[config.mk]
export PLATFORM = sky130hd
export DESIGN_NAME = format4_response_frame_checker_unit
export DESIGN_NICKNAME = d
export VERILOG_FILES = /design/src/design/f4c_pkg.sv /design/src/design/f4c_core.sv /design/src/design/f4c_out_fifo.sv /design/src/design/format4_response_frame_checker_unit.sv
export SDC_FILE = /design/constraint.sdc
export NUM_CORES = 1
export LEC_CHECK = 0
export ABC_AREA = 1
export ABC_CLOCK_PERIOD_IN_PS = 5300
export BUFFER_PORTS_ARGS = -buffer_cell sky130_fd_sc_hd__buf_2
export CAP_MARGIN = 20
export CORE_MARGIN = 2
export CORE_UTILIZATION = 27
export CTS_CLUSTER_DIAMETER = 100
export DETAILED_ROUTE_END_ITERATION = 10
export PLACE_DENSITY = 0.46
export SLEW_MARGIN = 0
export SYNTH_ARGS = -nofsm -noshare
export SYNTH_HDL_FRONTEND = slang
export SYNTH_SLANG_ARGS = --single-unit
[constraint.sdc]
create_clock -name clk_i -period 5.3 [get_ports clk_i]
set_clock_uncertainty 0.05 [all_clocks]
set_input_delay 1.06 -clock clk_i [delete_from_list [all_inputs] [get_ports clk_i]]
set_output_delay 1.06 -clock clk_i [all_outputs]
set_load 0.01 [all_outputs]
[src/design/f4c_pkg.sv]
// ----------------------------------------------------------------------------
// f4c_pkg
// types, codes and helpers shared by the format-4 response frame checker
// ----------------------------------------------------------------------------
package f4c_pkg;

  localparam int unsigned MaxFrameDef = 1024;
  localparam int unsigned DelayLen    = 5;
  localparam int unsigned HeadLen     = 4;
  localparam int unsigned FifoDepth   = 4;

  localparam logic [6:0] MinLenRst   = 7'd14;
  localparam logic [3:0] MaxRetryRst = 4'd8;

  localparam logic [7:0] ChStx = 8'h02;
  localparam logic [7:0] ChEtx = 8'h03;
  localparam logic [7:0] ChAck = 8'h06;
  localparam logic [7:0] ChNak = 8'h15;
  localparam logic [7:0] ChCr  = 8'h0D;
  localparam logic [7:0] ChLf  = 8'h0A;

  typedef enum logic [1:0] {
    LEAD_IDLE = 2'd0,
    LEAD_STX  = 2'd1,
    LEAD_NAK  = 2'd2,
    LEAD_ACK  = 2'd3
  } lead_e;

  typedef enum logic [2:0] {
    ST_OK        = 3'd0,
    ST_SUM_ERR   = 3'd1,
    ST_NAK       = 3'd2,
    ST_SHORT     = 3'd3,
    ST_BAD_LEAD  = 3'd4,
    ST_EXHAUSTED = 3'd5
  } status_e;

  typedef enum logic [1:0] {
    RP_NONE = 2'd0,
    RP_ACK  = 2'd1,
    RP_NAK  = 2'd2
  } reply_e;

  typedef enum logic [1:0] {
    CFG_MIN_LEN   = 2'd0,
    CFG_MAX_RETRY = 2'd1
  } cfg_idx_e;

  typedef struct packed {
    logic [7:0] rx_byte;
    logic       first_of_request;
  } in_item_t;

  typedef struct packed {
    logic       kind;
    logic [7:0] payload_byte;
    status_e    status;
    reply_e     reply_code;
    logic       last;
  } out_item_t;

  typedef struct packed {
    logic [6:0] min_frame_length;
    logic [3:0] max_retries;
  } cfg_t;

  typedef struct packed {
    logic [1:0] num;
    out_item_t  r0;
    out_item_t  r1;
  } push_t;

  function automatic logic [7:0] hex_digit(input logic [3:0] n);
    hex_digit = (n < 4'd10) ? (8'h30 + {4'd0, n}) : (8'h37 + {4'd0, n});
  endfunction

endpackage

[src/design/f4c_core.sv]
// ----------------------------------------------------------------------------
// f4c_core
// frame state, running sum and tail delay line; produces up to two results
// ----------------------------------------------------------------------------
module f4c_core import f4c_pkg::*; #(
  parameter int unsigned MAX_FRAME = MaxFrameDef
) (
  input  logic     clk_i,
  input  logic     rst_ni,
  input  logic     accept_i,
  input  in_item_t item_i,
  input  cfg_t     cfg_i,
  output push_t    push_o
);

  localparam int unsigned CntW = $clog2(MAX_FRAME + 1);
  localparam logic [CntW-1:0] CntMax = CntW'(MAX_FRAME);

  lead_e           lead_q, lead_d;
  logic [CntW-1:0] cnt_q, cnt_d;
  logic [7:0]      sum_q, sum_d;
  logic [DelayLen-1:0][7:0] tail_q, tail_d;
  logic [3:0]      retry_q, retry_d;

  logic [7:0]      b, leaving, sum_chk;
  logic [3:0]      retry_base, retry_inc;
  logic            give_up, frame_end;
  logic [CntW-1:0] p;
  logic [CntW:0]   len;
  status_e         st;
  reply_e          rp;
  out_item_t       pay_r, stat_r;

  assign b          = item_i.rx_byte;
  assign retry_base = item_i.first_of_request ? 4'd0 : retry_q;
  assign retry_inc  = retry_base + 4'd1;
  assign give_up    = retry_inc >= cfg_i.max_retries;
  assign p          = cnt_q;
  assign len        = {1'b0, p} + (CntW+1)'(1);
  assign leaving    = tail_q[DelayLen-1];

  always_comb begin
    lead_d  = lead_q;
    cnt_d   = cnt_q;
    sum_d   = sum_q;
    tail_d  = tail_q;
    retry_d = retry_base;
    st      = ST_OK;
    rp      = RP_NONE;
    sum_chk = 8'd0;
    frame_end = 1'b0;
    pay_r   = '{kind: 1'b0, payload_byte: leaving, status: ST_OK,
                reply_code: RP_NONE, last: 1'b0};
    stat_r  = '{kind: 1'b1, payload_byte: 8'd0, status: ST_OK,
                reply_code: RP_NONE, last: 1'b1};
    push_o  = '{num: 2'd0, r0: pay_r, r1: stat_r};

    if (lead_q == LEAD_IDLE) begin
      tail_d    = '0;
      tail_d[0] = b;
      sum_d     = 8'd0;
      cnt_d     = CntW'(1);
      if (b == ChStx) begin
        lead_d = LEAD_STX;
      end else if (b == ChNak) begin
        lead_d = LEAD_NAK;
      end else if (b == ChAck) begin
        lead_d = LEAD_ACK;
      end else begin
        cnt_d   = '0;
        retry_d = 4'd0;
        stat_r.status = ST_BAD_LEAD;
        push_o = '{num: 2'd1, r0: stat_r, r1: stat_r};
      end
    end else begin
      cnt_d = (p < CntMax) ? p + CntW'(1) : p;
      if (lead_q != LEAD_STX) begin
        tail_d = {tail_q[DelayLen-2:0], b};
        if (b == ChLf && tail_q[0] == ChCr) begin
          if (lead_q == LEAD_NAK) begin
            retry_d = give_up ? 4'd0 : retry_inc;
            st      = give_up ? ST_EXHAUSTED : ST_NAK;
          end else begin
            retry_d = 4'd0;
            st      = ST_BAD_LEAD;
          end
          lead_d = LEAD_IDLE;
          cnt_d  = '0;
          stat_r.status = st;
          push_o = '{num: 2'd1, r0: stat_r, r1: stat_r};
        end
      end else begin
        if (p >= CntW'(DelayLen + 1)) begin
          sum_d = sum_q + leaving;
        end
        if (p >= CntW'(DelayLen + HeadLen + 1)) begin
          push_o.num = 2'd1;
        end
        frame_end = (b == ChLf) && (tail_q[0] == ChCr) &&
                    (tail_q[3] == ChEtx) && (p >= CntW'(DelayLen));
        if (frame_end) begin
          sum_chk = sum_d + tail_q[3];
          if (len < (CntW+1)'(cfg_i.min_frame_length)) begin
            retry_d = give_up ? 4'd0 : retry_inc;
            st      = give_up ? ST_EXHAUSTED : ST_SHORT;
            rp      = RP_NONE;
          end else if (hex_digit(sum_chk[7:4]) == tail_q[2] &&
                       hex_digit(sum_chk[3:0]) == tail_q[1]) begin
            retry_d = 4'd0;
            st      = ST_OK;
            rp      = RP_ACK;
          end else begin
            retry_d = give_up ? 4'd0 : retry_inc;
            st      = give_up ? ST_EXHAUSTED : ST_SUM_ERR;
            rp      = RP_NAK;
          end
          stat_r.status     = st;
          stat_r.reply_code = rp;
          if (push_o.num == 2'd1) begin
            push_o = '{num: 2'd2, r0: pay_r, r1: stat_r};
          end else begin
            push_o = '{num: 2'd1, r0: stat_r, r1: stat_r};
          end
          lead_d = LEAD_IDLE;
          cnt_d  = '0;
          sum_d  = 8'd0;
          tail_d = '0;
        end else begin
          tail_d = {tail_q[DelayLen-2:0], b};
        end
      end
    end

    if (!accept_i) begin
      push_o.num = 2'd0;
    end
  end

  always_ff @(posedge clk_i or negedge rst_ni) begin
    if (!rst_ni) begin
      lead_q  <= LEAD_IDLE;
      cnt_q   <= '0;
      sum_q   <= 8'd0;
      tail_q  <= '0;
      retry_q <= 4'd0;
    end else if (accept_i) begin
      lead_q  <= lead_d;
      cnt_q   <= cnt_d;
      sum_q   <= sum_d;
      tail_q  <= tail_d;
      retry_q <= retry_d;
    end
  end

endmodule

[src/design/f4c_out_fifo.sv]
// ----------------------------------------------------------------------------
// f4c_out_fifo
// small result queue, up to two pushes and one pop per cycle
// ----------------------------------------------------------------------------
module f4c_out_fifo import f4c_pkg::*; (
  input  logic      clk_i,
  input  logic      rst_ni,
  input  push_t     push_i,
  output logic      room2_o,
  output logic      valid_o,
  input  logic      ready_i,
  output out_item_t data_o,
  output logic [$clog2(FifoDepth+1)-1:0] count_o
);

  localparam int unsigned PtrW = $clog2(FifoDepth);
  localparam int unsigned CntW = $clog2(FifoDepth + 1);

  out_item_t [FifoDepth-1:0] mem_q;
  logic [PtrW-1:0] wptr_q, wptr_d, rptr_q, rptr_d, wptr_nx;
  logic [CntW-1:0] cnt_q, cnt_d;
  logic            pop;

  assign pop     = valid_o && ready_i;
  assign valid_o = cnt_q != '0;
  assign data_o  = mem_q[rptr_q];
  assign room2_o = cnt_q <= CntW'(FifoDepth - 2);
  assign count_o = cnt_q;
  assign wptr_nx = wptr_q + PtrW'(1);
  assign wptr_d  = wptr_q + PtrW'(push_i.num);
  assign rptr_d  = rptr_q + PtrW'(pop);
  assign cnt_d   = cnt_q + CntW'(push_i.num) - CntW'(pop);

  always_ff @(posedge clk_i or negedge rst_ni) begin
    if (!rst_ni) begin
      wptr_q <= '0;
      rptr_q <= '0;
      cnt_q  <= '0;
    end else begin
      wptr_q <= wptr_d;
      rptr_q <= rptr_d;
      cnt_q  <= cnt_d;
    end
  end

  always_ff @(posedge clk_i) begin
    if (push_i.num != 2'd0) begin
      mem_q[wptr_q] <= push_i.r0;
    end
    if (push_i.num == 2'd2) begin
      mem_q[wptr_nx] <= push_i.r1;
    end
  end

endmodule

[src/design/format4_response_frame_checker_unit.sv]
// ----------------------------------------------------------------------------
// format4_response_frame_checker_unit
// sum-check receiver for format-4 word-read responses with retry counting
// ----------------------------------------------------------------------------
//  channel | direction | handshake               | payload
//  in      | input     | in_valid_i / in_ready_o   | in_item_t (rx_byte, first_of_request)
//  out     | output    | out_valid_o / out_ready_i | out_item_t (kind .. last)
//  cfg     | input     | cfg_valid_i / cfg_ready_o | cfg_index_i, cfg_data_i
//
//  one item per cycle while in_ready_o is high; an item's results enter a four-entry queue in the same cycle
//  the frame end item may add two results; input stalls while fewer than two slots are free
//  results are registered in the queue; from an empty queue the first shows in the cycle after the item is accepted
//  reset clears frame state, retry count, queue and loads register defaults
//  cfg writes are always taken
module format4_response_frame_checker_unit import f4c_pkg::*; #(
  parameter int unsigned MAX_FRAME = MaxFrameDef
) (
  input  logic       clk_i,
  input  logic       rst_ni,
  input  logic       in_valid_i,
  output logic       in_ready_o,
  input  in_item_t   in_data_i,
  output logic       out_valid_o,
  input  logic       out_ready_i,
  output out_item_t  out_data_o,
  input  logic       cfg_valid_i,
  output logic       cfg_ready_o,
  input  logic [1:0] cfg_index_i,
  input  logic [6:0] cfg_data_i
);

  localparam int unsigned QCntW = $clog2(FifoDepth + 1);

  cfg_t             cfg_q;
  push_t            push;
  logic             accept;
  logic [QCntW-1:0] q_count;

  assign cfg_ready_o = 1'b1;
  assign accept      = in_valid_i && in_ready_o;

  always_ff @(posedge clk_i or negedge rst_ni) begin
    if (!rst_ni) begin
      cfg_q.min_frame_length <= MinLenRst;
      cfg_q.max_retries      <= MaxRetryRst;
    end else if (cfg_valid_i) begin
      unique case (cfg_index_i)
        CFG_MIN_LEN:   cfg_q.min_frame_length <= cfg_data_i;
        CFG_MAX_RETRY: cfg_q.max_retries      <= cfg_data_i[3:0];
        default: ;
      endcase
    end
  end

  f4c_core #(
    .MAX_FRAME (MAX_FRAME)
  ) u_core (
    .clk_i    (clk_i),
    .rst_ni   (rst_ni),
    .accept_i (accept),
    .item_i   (in_data_i),
    .cfg_i    (cfg_q),
    .push_o   (push)
  );

  f4c_out_fifo u_fifo (
    .clk_i   (clk_i),
    .rst_ni  (rst_ni),
    .push_i  (push),
    .room2_o (in_ready_o),
    .valid_o (out_valid_o),
    .ready_i (out_ready_i),
    .data_o  (out_data_o),
    .count_o (q_count)
  );

  a_q_bound: assert property (@(posedge clk_i) disable iff (!rst_ni)
    q_count <= QCntW'(FifoDepth))
    else $error("result queue over capacity");

  a_push_idle: assert property (@(posedge clk_i) disable iff (!rst_ni)
    !accept |-> push.num == 2'd0)
    else $error("results pushed without an accepted item");

  a_pair_order: assert property (@(posedge clk_i) disable iff (!rst_ni)
    push.num == 2'd2 |-> !push.r0.kind && push.r1.kind && push.r1.last)
    else $error("payload must precede status in a result pair");

  a_status_last: assert property (@(posedge clk_i) disable iff (!rst_ni)
    out_valid_o |-> out_data_o.kind == out_data_o.last)
    else $error("last flag disagrees with result kind");

endmodule
==> impl_metrics.py <==
metrics = {
    "final_layout": {
        "n_antenna_cell": 0,
        "fillers": 3314,
        "area_growth_pct": 13.68,
        "instances_no_fill": 1587,
        "seq_area_um2": 3283,
        "multi_input_area_um2": 4334,
        "drive_gt1_share_pct": 11.34,
        "nNetsFinal": 1245,
    },
    "timing": {
        "drv_slew": 0,
        "slew_headroom_pct": 34.58,
        "final.min_clock_period_ns": 4.500,
        "clock.fmax_mhz": 222.2,
        "max_slew.worst_pin.slew_ns": 0.9777,
        "hold_viol_final": 0,
        "setup_tns_ns": 0,
        "setup_viol": 0,
        "fin_crit_sh_pct": 84.91,
        "rsz0062_at_grt": "no",
    },
    "worst_setup_path": {
        "path_buf_inv": 5,
        "cp-start-kind": "flop",
        "worstSetupPathType": "flop to flop",
        "critPathMaxStageDelay_ns": 0.51,
        "crit_path_max_fanout": 15,
        "crit_required_ns": 5.57,
        "arrival_ns": 4.77,
        "crit_path_frequent_cell": "nand2_1",
        "critPathTopFamily": "simple AND/OR/NAND/NOR gates",
        "end_kind": "flop",
        "slowest_stage": "dfrtp_1",
    },
    "placed_design": {
        "port_buffers": 39,
        "dp_hpwl_um": 17020,
        "placed_cells": 1556,
        "place_congestion": 0.8248,
    },
    "clocking": {
        "cts_sinks": 143,
        "cts_buffer_depth": 2,
        "cts_resized": 0,
        "cts_tree": "done",
        "numCtsBuffers": 17,
        "ctsHoldBuffers": 0,
        "clk_pin_slew_ns": 0.07,
        "root_buffer": "clkbuf_16",
        "postCtsSetupRepairBufs": 0,
        "insertion_delay_ns": 0.43,
        "cts_max_level": 4,
    },
    "min_path": {
        "hold_path.class": "flop to flop",
    },
    "global_route": {
        "grt_use_total_pct": 15.09,
        "grtUsageMet1_pct": 20.22,
        "grt_max_degree": 65,
        "grt_pass1_wl_um": 39720,
        "grt-busiest-layer": "met2",
        "first_global_vias": 7581,
        "grt_util_met3_pct": 2.520,
        "antenna_found_initial": 1,
        "grt_overflow_total": 0,
        "grtUsageMet2_pct": 24.94,
    },
    "synth": {
        "synth_seq_cells": 143,
        "syn_inst": 1150,
        "synthDistinctLibCells": 51,
        "synthesis.area_um2": 8433,
        "synth-edff-count": 0,
        "synth_warnings": 0,
        "ys_seq_area_share_pct": 38.93,
        "synth.avg_cell_area_um2": 7.333,
        "synthArstFlopShare_pct": 58.04,
        "syn-num-nets": 1216,
        "ys.flop_type": "dfrtp_1",
    },
    "die": {
        "die_h_um": 180.7,
        "rows": 64,
        "core-area_um2": 30670,
        "die_w_um": 180.7,
        "die-area_um2": 32660,
        "initial_core_util_pct": 27.50,
        "io_pins": 41,
    },
    "route": {
        "wirelength_um": 23610,
        "drc": 0,
        "vias": 7494,
        "wl_per_cell_um": 14.88,
        "ant_nets": 0,
        "drt_iter0_markers": 471,
        "vias_per_cell": 4.722,
        "firstDrtPassIters": 5,
    },
    "pwr": {
        "power_density_nw_per_um2": 730.9,
        "vdd.ir_drop.worst_mv": 0.3747,
        "leakage_nw": 4.682,
    },
    "run": {
        "maxCapViolations": 0,
    },
    "run_status": {
        "status": "finished, final reports clean",
    },
}
## layer usage
layer  vias up  share of wire, %
met1      3492                48
met4         0               1.4
met3        25               3.3
met2       137                47
met5         -                 0
li1       3840                 -
## placed cells by master, fill, tap and decap left out, types with 38 or more instances in the layout
cell / netlist / layout
buf_2: 15 / 38
dfrtp_1: 79 / 79
o22ai_1: 53 / 53
a21oi_1: 48 / 48
dfxtp_1: 60 / 60
nor2_1: 178 / 178
o21ai_0: 117 / 117
ha_1: 40 / 40
nand2_1: 178 / 178
inv_1: 153 / 152
nand3_1: 55 / 55
## per-stage QoR
stage | cell area [µm²] | setup slack, ns | util (%) | total power (W) | hold slack (ns)
floorplan | 8433 | 1.454 | - | 0.004830 | 0.3706
global placement | 9010 | 0.3946 | 29.38 | 0.005830 | 0.3866
detailed placement | 9010 | 0.3294 | 29.38 | 0.005825 | 0.3876
CTS | 9587 | 0.7883 | 31.26 | 0.007067 | 0.4054
global route | 9587 | 0.3719 | 31.26 | 0.007738 | 0.4262
finish | 9587 | 0.7999 | 31.26 | 0.007007 | 0.4066
## path summary, 6_finish.rpt
kind / slack (ns) / endpoint / from / cells past startpoint
setup reg to reg: 0.80 / u_fifo.mem_q[50]$_DFF_P_ / u_core.cnt_q[10]$_DFFE_PN0P_ / 26
hold / removal: 0.41 / u_fifo.mem_q[30]$_DFF_P_ / u_fifo.mem_q[30]$_DFF_P_ / 2
hold reg to reg: 0.41 / u_fifo.mem_q[30]$_DFF_P_ / u_fifo.mem_q[30]$_DFF_P_ / 2
max in group asynchronous: 3.66 / cfg_q[5]$_DFFE_PN1P_ / rst_ni / 2
min in group asynchronous: 0.69 / cfg_q[1]$_DFFE_PN0P_ / rst_ni / 1
setup / recovery: 0.80 / u_fifo.mem_q[50]$_DFF_P_ / u_core.cnt_q[10]$_DFFE_PN0P_ / 26
## sequential cells by signal, indices dropped and copies added, names as in the netlist
register and flops:
u_core.sum_q 8, cfg_q 11, u_fifo.count_o 3, u_fifo.rptr_q 2, u_core.lead_q 2, u_fifo.wptr_q 2
u_core.retry_q 4, u_core.leaving 8, u_fifo.mem_q 60, u_core.tail_q 32, u_core.cnt_q 11
## cells in the mapped netlist, types with 2 or more instances
library cell / instances / share of area (%)
a21boi_0: 2 / 0.18
a21oi_1: 48 / 2.8
a21oi_2: 3 / 0.31
a22oi_1: 5 / 0.45
a31oi_1: 3 / 0.22
buf_2: 15 / 0.89
buf_6: 2 / 0.27
clkbuf_1: 19 / 0.85
clkinv_1: 3 / 0.13
dfrtp_1: 79 / 23
dfstp_2: 4 / 1.2
dfxtp_1: 60 / 14
fa_1: 3 / 0.71
ha_1: 40 / 5.9
inv_1: 153 / 6.8
inv_2: 13 / 0.58
nand2_1: 178 / 7.9
nand2_2: 6 / 0.45
nand3_1: 55 / 3.3
nand3_2: 5 / 0.59
nand3b_1: 5 / 0.45
nand4_1: 16 / 1.2
nor2_1: 178 / 7.9
nor2_2: 12 / 0.89
nor2_4: 2 / 0.27
nor3_1: 7 / 0.42
nor3_2: 3 / 0.36
nor3_4: 2 / 0.39
nor4_1: 5 / 0.37
o21ai_0: 117 / 6.9
o221ai_1: 2 / 0.21
o22ai_1: 53 / 3.9
o31ai_1: 3 / 0.27
o32ai_1: 5 / 0.52
or2_1: 2 / 0.15
or2_2: 4 / 0.30
xnor2_1: 5 / 0.52
xor2_1: 20 / 2.1
## power breakdown
part | switching (W) | total (W) | leakage, nW | internal (W)
sequential | 0.000273 | 0.00178 | 1.58 | 0.00151
combinational | 0.00273 | 0.00403 | 2.81 | 0.00130
clock | 0.000510 | 0.00120 | 0.287 | 0.000687
total | 0.00352 | 0.00701 | 4.68 | 0.00349
## cells by family after synthesis
logic type	synth area share (%)
buf+inv	9.674
other cells	0.04447
xor+xnor	2.789
fa+ha+maj	6.647
compound gates	16.60
flops	38.93
simple gates	25.31
## tightest hold or removal path, stage by stage (launching register included)
cell and delay [ns]:
dfxtp_1 0.31, nand2_1 0.06, nand2_1 0.05
## layout make-up
cell class | count | area share, %
Timing Repair Buffer | 47 | 2.689
Clock inverter | 9 | 0.7178
Sequential cell | 143 | 34.25
Tap cell | 396 | 5.168
Inverter | 170 | 6.669
Clock buffer | 22 | 5.299
Multi-Input combinational cell | 800 | 45.21
Note: power is estimated with default switching activity, not from simulation.
